**config.mk**
```make
export PLATFORM = sky130hd
export DESIGN_NAME = vssvm_front
export DESIGN_NICKNAME = d
export VERILOG_FILES = /design/src/hw/rtl/vssvm_pkg.sv /design/src/hw/rtl/vssvm_front.sv
export SDC_FILE = /design/constraint.sdc
export NUM_CORES = 2
export LEC_CHECK = 0
export ABC_AREA = 1
export BUFFER_PORTS_ARGS = -buffer_cell sky130_fd_sc_hd__buf_2
export CAP_MARGIN = 20
export CORE_UTILIZATION = 44
export CTS_BUF_LIST = sky130_fd_sc_hd__clkbuf_8
export DETAILED_ROUTE_END_ITERATION = 6
export PLACE_DENSITY = 0.63
export SLEW_MARGIN = 20
export SYNTH_ARGS = -nofsm -noshare
export SYNTH_HDL_FRONTEND = slang
export SYNTH_SLANG_ARGS = --single-unit
```
**constraint.sdc**
```tcl
create_clock -name clk -period 46.2 [get_ports clk]
set_input_delay 2.31 -clock clk [delete_from_list [all_inputs] [get_ports clk]]
set_output_delay 2.31 -clock clk [all_outputs]
set_load 0.03 [all_outputs]
```
**src/hw/rtl/vssvm_pkg.sv**
```systemverilog
`timescale 1ns / 1ps
// ----------------------------------------------------------------------------
// vssvm_pkg
// Shared types and constants for the voxel strain/stress block.
// ----------------------------------------------------------------------------
package vssvm_pkg;
  localparam int unsigned NUM_CFG  = 3;
  localparam int unsigned NUM_COMP = 6;
  localparam logic [1:0] CFG_RX = 2'd0;
  localparam logic [1:0] CFG_RY = 2'd1;
  localparam logic [1:0] CFG_RZ = 2'd2;
endpackage

```
**src/hw/rtl/vssvm_front.sv**
```systemverilog
`timescale 1ns / 1ps
// ----------------------------------------------------------------------------
// vssvm_front
// Accumulate eight corner words into nine gradient sums; hand a voxel off.
// ----------------------------------------------------------------------------
module vssvm_front #(
  parameter int WORD_BITS = 32
) (
  input  logic                        clk,
  input  logic                        rst_n,
  input  logic                        in_valid,
  output logic                        in_ready,
  input  logic signed [WORD_BITS-1:0] dx,
  input  logic signed [WORD_BITS-1:0] dy,
  input  logic signed [WORD_BITS-1:0] dz,
  input  logic        [WORD_BITS-1:0] lam,
  input  logic        [WORD_BITS-1:0] mu,
  output logic                        v_valid,
  input  logic                        v_ready,
  output logic signed [WORD_BITS+7:0] v_sum [9],
  output logic        [WORD_BITS-1:0] v_lam,
  output logic        [WORD_BITS-1:0] v_mu
);
  import vssvm_pkg::*;
  localparam int SW = WORD_BITS + 8;

  logic [2:0] cnt_r;
  logic signed [SW-1:0] acc_r [9];
  logic signed [SW-1:0] acc_nxt [9];
  logic full_r;
  logic take;
  logic signed [SW-1:0] dext [3];

  assign in_ready = !full_r || v_ready;
  assign take     = in_valid && in_ready;
  assign v_valid  = full_r;
  assign dext[0]  = SW'(dx);
  assign dext[1]  = SW'(dy);
  assign dext[2]  = SW'(dz);

  always_comb begin
    for (int c = 0; c < 3; c++) begin
      for (int d = 0; d < 3; d++) begin
        acc_nxt[c*3+d] = (cnt_r == 3'd0) ? '0 : acc_r[c*3+d];
        if (cnt_r[d]) acc_nxt[c*3+d] = acc_nxt[c*3+d] + dext[c];
        else          acc_nxt[c*3+d] = acc_nxt[c*3+d] - dext[c];
      end
    end
  end

  always_ff @(posedge clk) begin
    if (!rst_n) begin
      cnt_r  <= '0;
      full_r <= 1'b0;
    end else begin
      full_r <= (full_r && !v_ready) || (take && cnt_r == 3'd7);
      if (take) cnt_r <= cnt_r + 3'd1;
    end
  end

  always_ff @(posedge clk) begin
    if (take) begin
      for (int i = 0; i < 9; i++) acc_r[i] <= acc_nxt[i];
      if (cnt_r == 3'd7) begin
        for (int i = 0; i < 9; i++) v_sum[i] <= acc_nxt[i];
        v_lam <= lam;
        v_mu  <= mu;
      end
    end
  end
endmodule

```
# After elaboration in Yosys (flattened, before gate mapping)
# Memories as Yosys holds them, arrays and structs flattened.
# Index checks and enable logic that the tools add are counted.
# op_classes
n_reduce_logical,9
n_addsub,19
n_eq_ne,1
mux,20
# op_table
operator,count
2-to-1 mux 40 bit,18
adder 40 x 32 -> 40 bit,9
subtractor 40 x 32 -> 40 bit,9
"adder 3 x 1 -> 3 bit, second input constant",1
"== test 3 bit, second input constant",1
logical AND 1 bit,3
zero test 3 bit,1
zero test 1 bit,2
logical OR 1 bit,2
2-to-1 mux 1 bit,2
AND reduction 2 bit,1
# word_totals
wordCells,63
input_bits,164
out_inout_bits,426
ram_bits,360
regBits,428
mem_count,1
# memory_table
memory,depth,word_bits,rd,rd_clocked_by_memory_dff,write_ports,line,rtl
acc_r,9,40,9,0,9,vssvm_front.sv:28,logic signed [SW-1:0] acc_r [9];

# Longest topological paths before layout
# depth
ltp_word,5
mapped_depth,23
depth_no_buf,23

# Worst setup path after synthesis
# No wires, ideal clock.
# synth_path
path_kind,input to register
from,input v_ready
to,"register v_lam[0], enable pin"
path_stages,4
setup_ns,1.222
required_time_ns,44.978
arrival_ns,20.385
setup_slack_ns,24.593
path_buffers,0
path_cell_list,inv_1 nand2_1 nand2_1 nor2_1
# synth_between
elab_chain_cells,3
# synth_lines
element,line,rtl
start: declaration,vssvm_front.sv:19,"input logic v_ready,"
logical OR 1 bit,vssvm_front.sv:34,assign in_ready = !full_r || v_ready;
via in_ready,vssvm_front.sv:12,"output logic in_ready,"
logical AND 1 bit,vssvm_front.sv:35,assign take = in_valid && in_ready;
AND reduction 2 bit (no source line),-,
end signal: assignment,vssvm_front.sv:66,v_lam <= lam;
end: declaration,vssvm_front.sv:21,"output logic [WORD_BITS-1:0] v_lam,"
# The timed path passes the listed nets, and every way through them passes these cells.
# A chain may end at the register's enable or synchronous reset.

==> flow_summary.json <==
{
  "power_density_nw_per_um2": 48.0,
  "netlist_instances": 7476,
  "drive_gt1_share_pct": 10.7,
  "reg2reg_to": "v_sum[152]",
  "worst_r2r_path_depth": 17,
  "async_flop_share_pct": 0,
  "pre_cts_slack_ns": 38.91,
  "synth_top_area_cell": "edfxtp_1",
  "cts_root_buf": "clkbuf_8",
  "p_int_mw": 1.77,
  "grt_max_degree": 137,
  "p_switching_mw": 1.28,
  "first_iter_violations": 4344,
  "io_buffers": 589,
  "initial_core_util_pct": 44.4,
  "grt_pass1_wl_um": 285000,
  "ff2ff_setup_slack_ns": 40.95,
  "grt-ovfl-total": 0,
  "finalMaxSlewViolations": 0,
  "die_w_um": 358,
  "synth_nets": 8006,
  "antenna_found_initial": 45,
  "grt_usage_pct": 29.5,
  "wl_um": 194000,
  "clkTransAtPathRegs_ns": 0.05,
  "tns_ns": 0,
  "hold_viol": 0,
  "reg2reg_from": "cnt_r[0]",
  "syn_area_per_cell_um2": 7.47,
  "cts.sinks": 788,
  "fin_ws_ns": 39.94,
  "routed_via_density": 5.15,
  "worstHoldPathType": "register to register",
  "leakage_nw": 31.4,
  "hold_end": "v_valid",
  "vias": 51037,
  "cp.required_ns": 46.70,
  "start_kind": "input port",
  "cts_buffer_depth": 3,
  "ys_top_cells_by_count": "2352 x nand2_1, 1092 x nor2_1, 1060 x inv_1",
  "power_frac_comb_pct": 43.4,
  "min_from": "v_valid",
  "crit_fanout": 79,
  "endpoint_kind": "register",
  "ys_seq_elements": 788,
  "filler_cell_count": 12657,
  "drc_errors": 0,
  "p_seq_share_pct": 34.7,
  "setup_violations": 0,
  "cts_tree": "yes",
  "dr.pass1.iters": 6,
  "die_area_um2": 128000,
  "synth_area_leaders": "edfxtp_1 42%, nand2_1 16%, ha_1 8.0%",
  "whs_path_depth": 4,
  "post-route-period-util_pct": 13.6,
  "grt_pass1_vias": 47657,
  "layout.nets": 8659,
  "synth.most_common_cell": "nand2_1",
  "hpwl_um": 154000,
  "wire_per_inst_um": 19.6,
  "tightest_slew_ns": 1.09,
  "rows": 130,
  "netlist_area_um2": 55800,
  "peakVddDrop_uv": 33.2,
  "switching_share_pct": 42.0,
  "power_frac_clock_pct": 21.9,
  "ys_warn_count": 0,
  "max-cap-violations": 0,
  "area_growth_pct": 13.7,
  "antenna_left": 0,
  "design.core.area_um2": 126000,
  "finClkSkew_ns": 0.0602,
  "relSlewSlack_pct": 27.6,
  "post_cts_buffers": 0,
  "yosys_most_used_dff": "edfxtp_1",
  "yosysSeqAreaShare_pct": 42.3,
  "insertion_delay_ns": 0.92,
  "gp_congestion": 0.995,
  "arrival_ns": 6.76,
  "yosysUniqueCellTypes": 41,
  "period_needed_ns": 6.26,
  "rsz0062_at_grt": "no",
  "hold_ws_ns": 0.622,
  "status": "finished, final reports clean",
  "die_h_um": 358,
  "postCtsResizedCells": 0,
  "cts_max_level": 4,
  "yosysTopAreaCellShare_pct": 42.2,
  "ioPinCount": 590,
  "total_power_mw": 3.04,
  "hold_buffers": 0,
  "numCtsBuffers": 143,
  "synth_edf_count": 784,
  "path_class": "input port to register",
  "fmax_mhz": 160
}
## registers in the layout, indices dropped and copies added, names as in the netlist
signal,count
cnt_r,3
v_mu,32
v_lam,32
acc_r,360
v_sum,360
v_valid,1
## layout by cell type, fill, tap and decap left out, types with 11 or more instances in the layout
cell and count:
nand2_1 2352, inv_1 1098, nor2_1 1091, edfxtp_1 784, buf_2 589, o21ai_0 390, a21oi_1 373, ha_1 357
nand3_1 326, xor2_1 197, clkbuf_8 149, xnor2_1 73, o21bai_1 48, nand4_1 40, a31oi_1 36, nor3_1 32
o21ai_1 30, diode_2 26, clkinv_1 25, and2_1 25, a21o_1 24, clkinv_2 19, buf_4 19, nor2_2 16
nand2_2 15, nand3b_1 12, o21a_1 12, nand3_2 11
## critical path, stage by stage
cell and delay (ns):
buf_2 0.08, inv_1 0.03, nand2_1 0.08, nand2_1 0.28, inv_8 0.53, buf_4 0.84, buf_4 0.73, buf_4 0.77
buf_4 0.91
## final cells by class
type	instances	area (um2)	share of cell area [%]
Multi-Input combinational cell	5511	27800	43.7
Tap cell	1650	2060	3.25
Timing Repair Buffer	609	3110	4.90
Clock inverter	102	724	1.14
Sequential cell	788	23600	37.2
Inverter	1076	4060	6.39
Antenna cell	26	65.1	0.103
Clock buffer	149	2050	3.23
## routing by layer
layer / vias to the layer above / track usage (%) / part of all wire [%]
met2: 1683 / 47.8 / 46
li1: 25537 / - / -
met5: - / 0 / 0.12
met3: 300 / 5.62 / 7.0
met4: 36 / 9.80 / 3.1
met1: 23481 / 39.6 / 44
## worst max path at each step
stage            start            end  slack [ns]  depth (start not counted)
3_3_place_gp   v_ready  acc_r[0][114]       39.03                          9
3_5_place_dp   v_ready  acc_r[0][117]       38.91                          9
6_report       v_ready  acc_r[0][356]       39.94                          9
2_1_floorplan  v_ready       v_lam[0]       24.59                          4
5_1_grt        v_ready  acc_r[0][110]       39.60                          9
4_1_cts        v_ready  acc_r[0][110]       39.91                          9
## kinds of logic (layout without fill, tap and decap cells)
family,count (synthesis),count (layout),share of synthesized area [%]
compound gates,928,928,8.86
xor+xnor,270,270,4.24
fa+ha+maj,366,366,8.32
buf+inv,1177,1936,7.99
flops,788,788,42.3
other cells,0,26,0
simple gates,3947,3947,28.3
## power groups by stage
stage	sequential (mW)	combinational [mW]	clock [mW]
5_1_grt	1.07	1.47	0.710
4_1_cts	1.06	1.31	0.683
3_5_place_dp	1.07	1.30	0
3_3_place_gp	1.07	1.30	0
6_report	1.06	1.32	0.666
2_1_floorplan	1.07	0.891	0
## per-stage QoR
step	cells	util (%)	area, um2
after floorplan	7476	-	55800
after global placement	9634	48.2	60600
after detailed placement	9634	48.2	60600
after CTS	9885	50.4	63400
after global routing	9898	50.4	63400
final	9911	50.5	63500
Note: power is estimated with default switching activity, not from simulation.
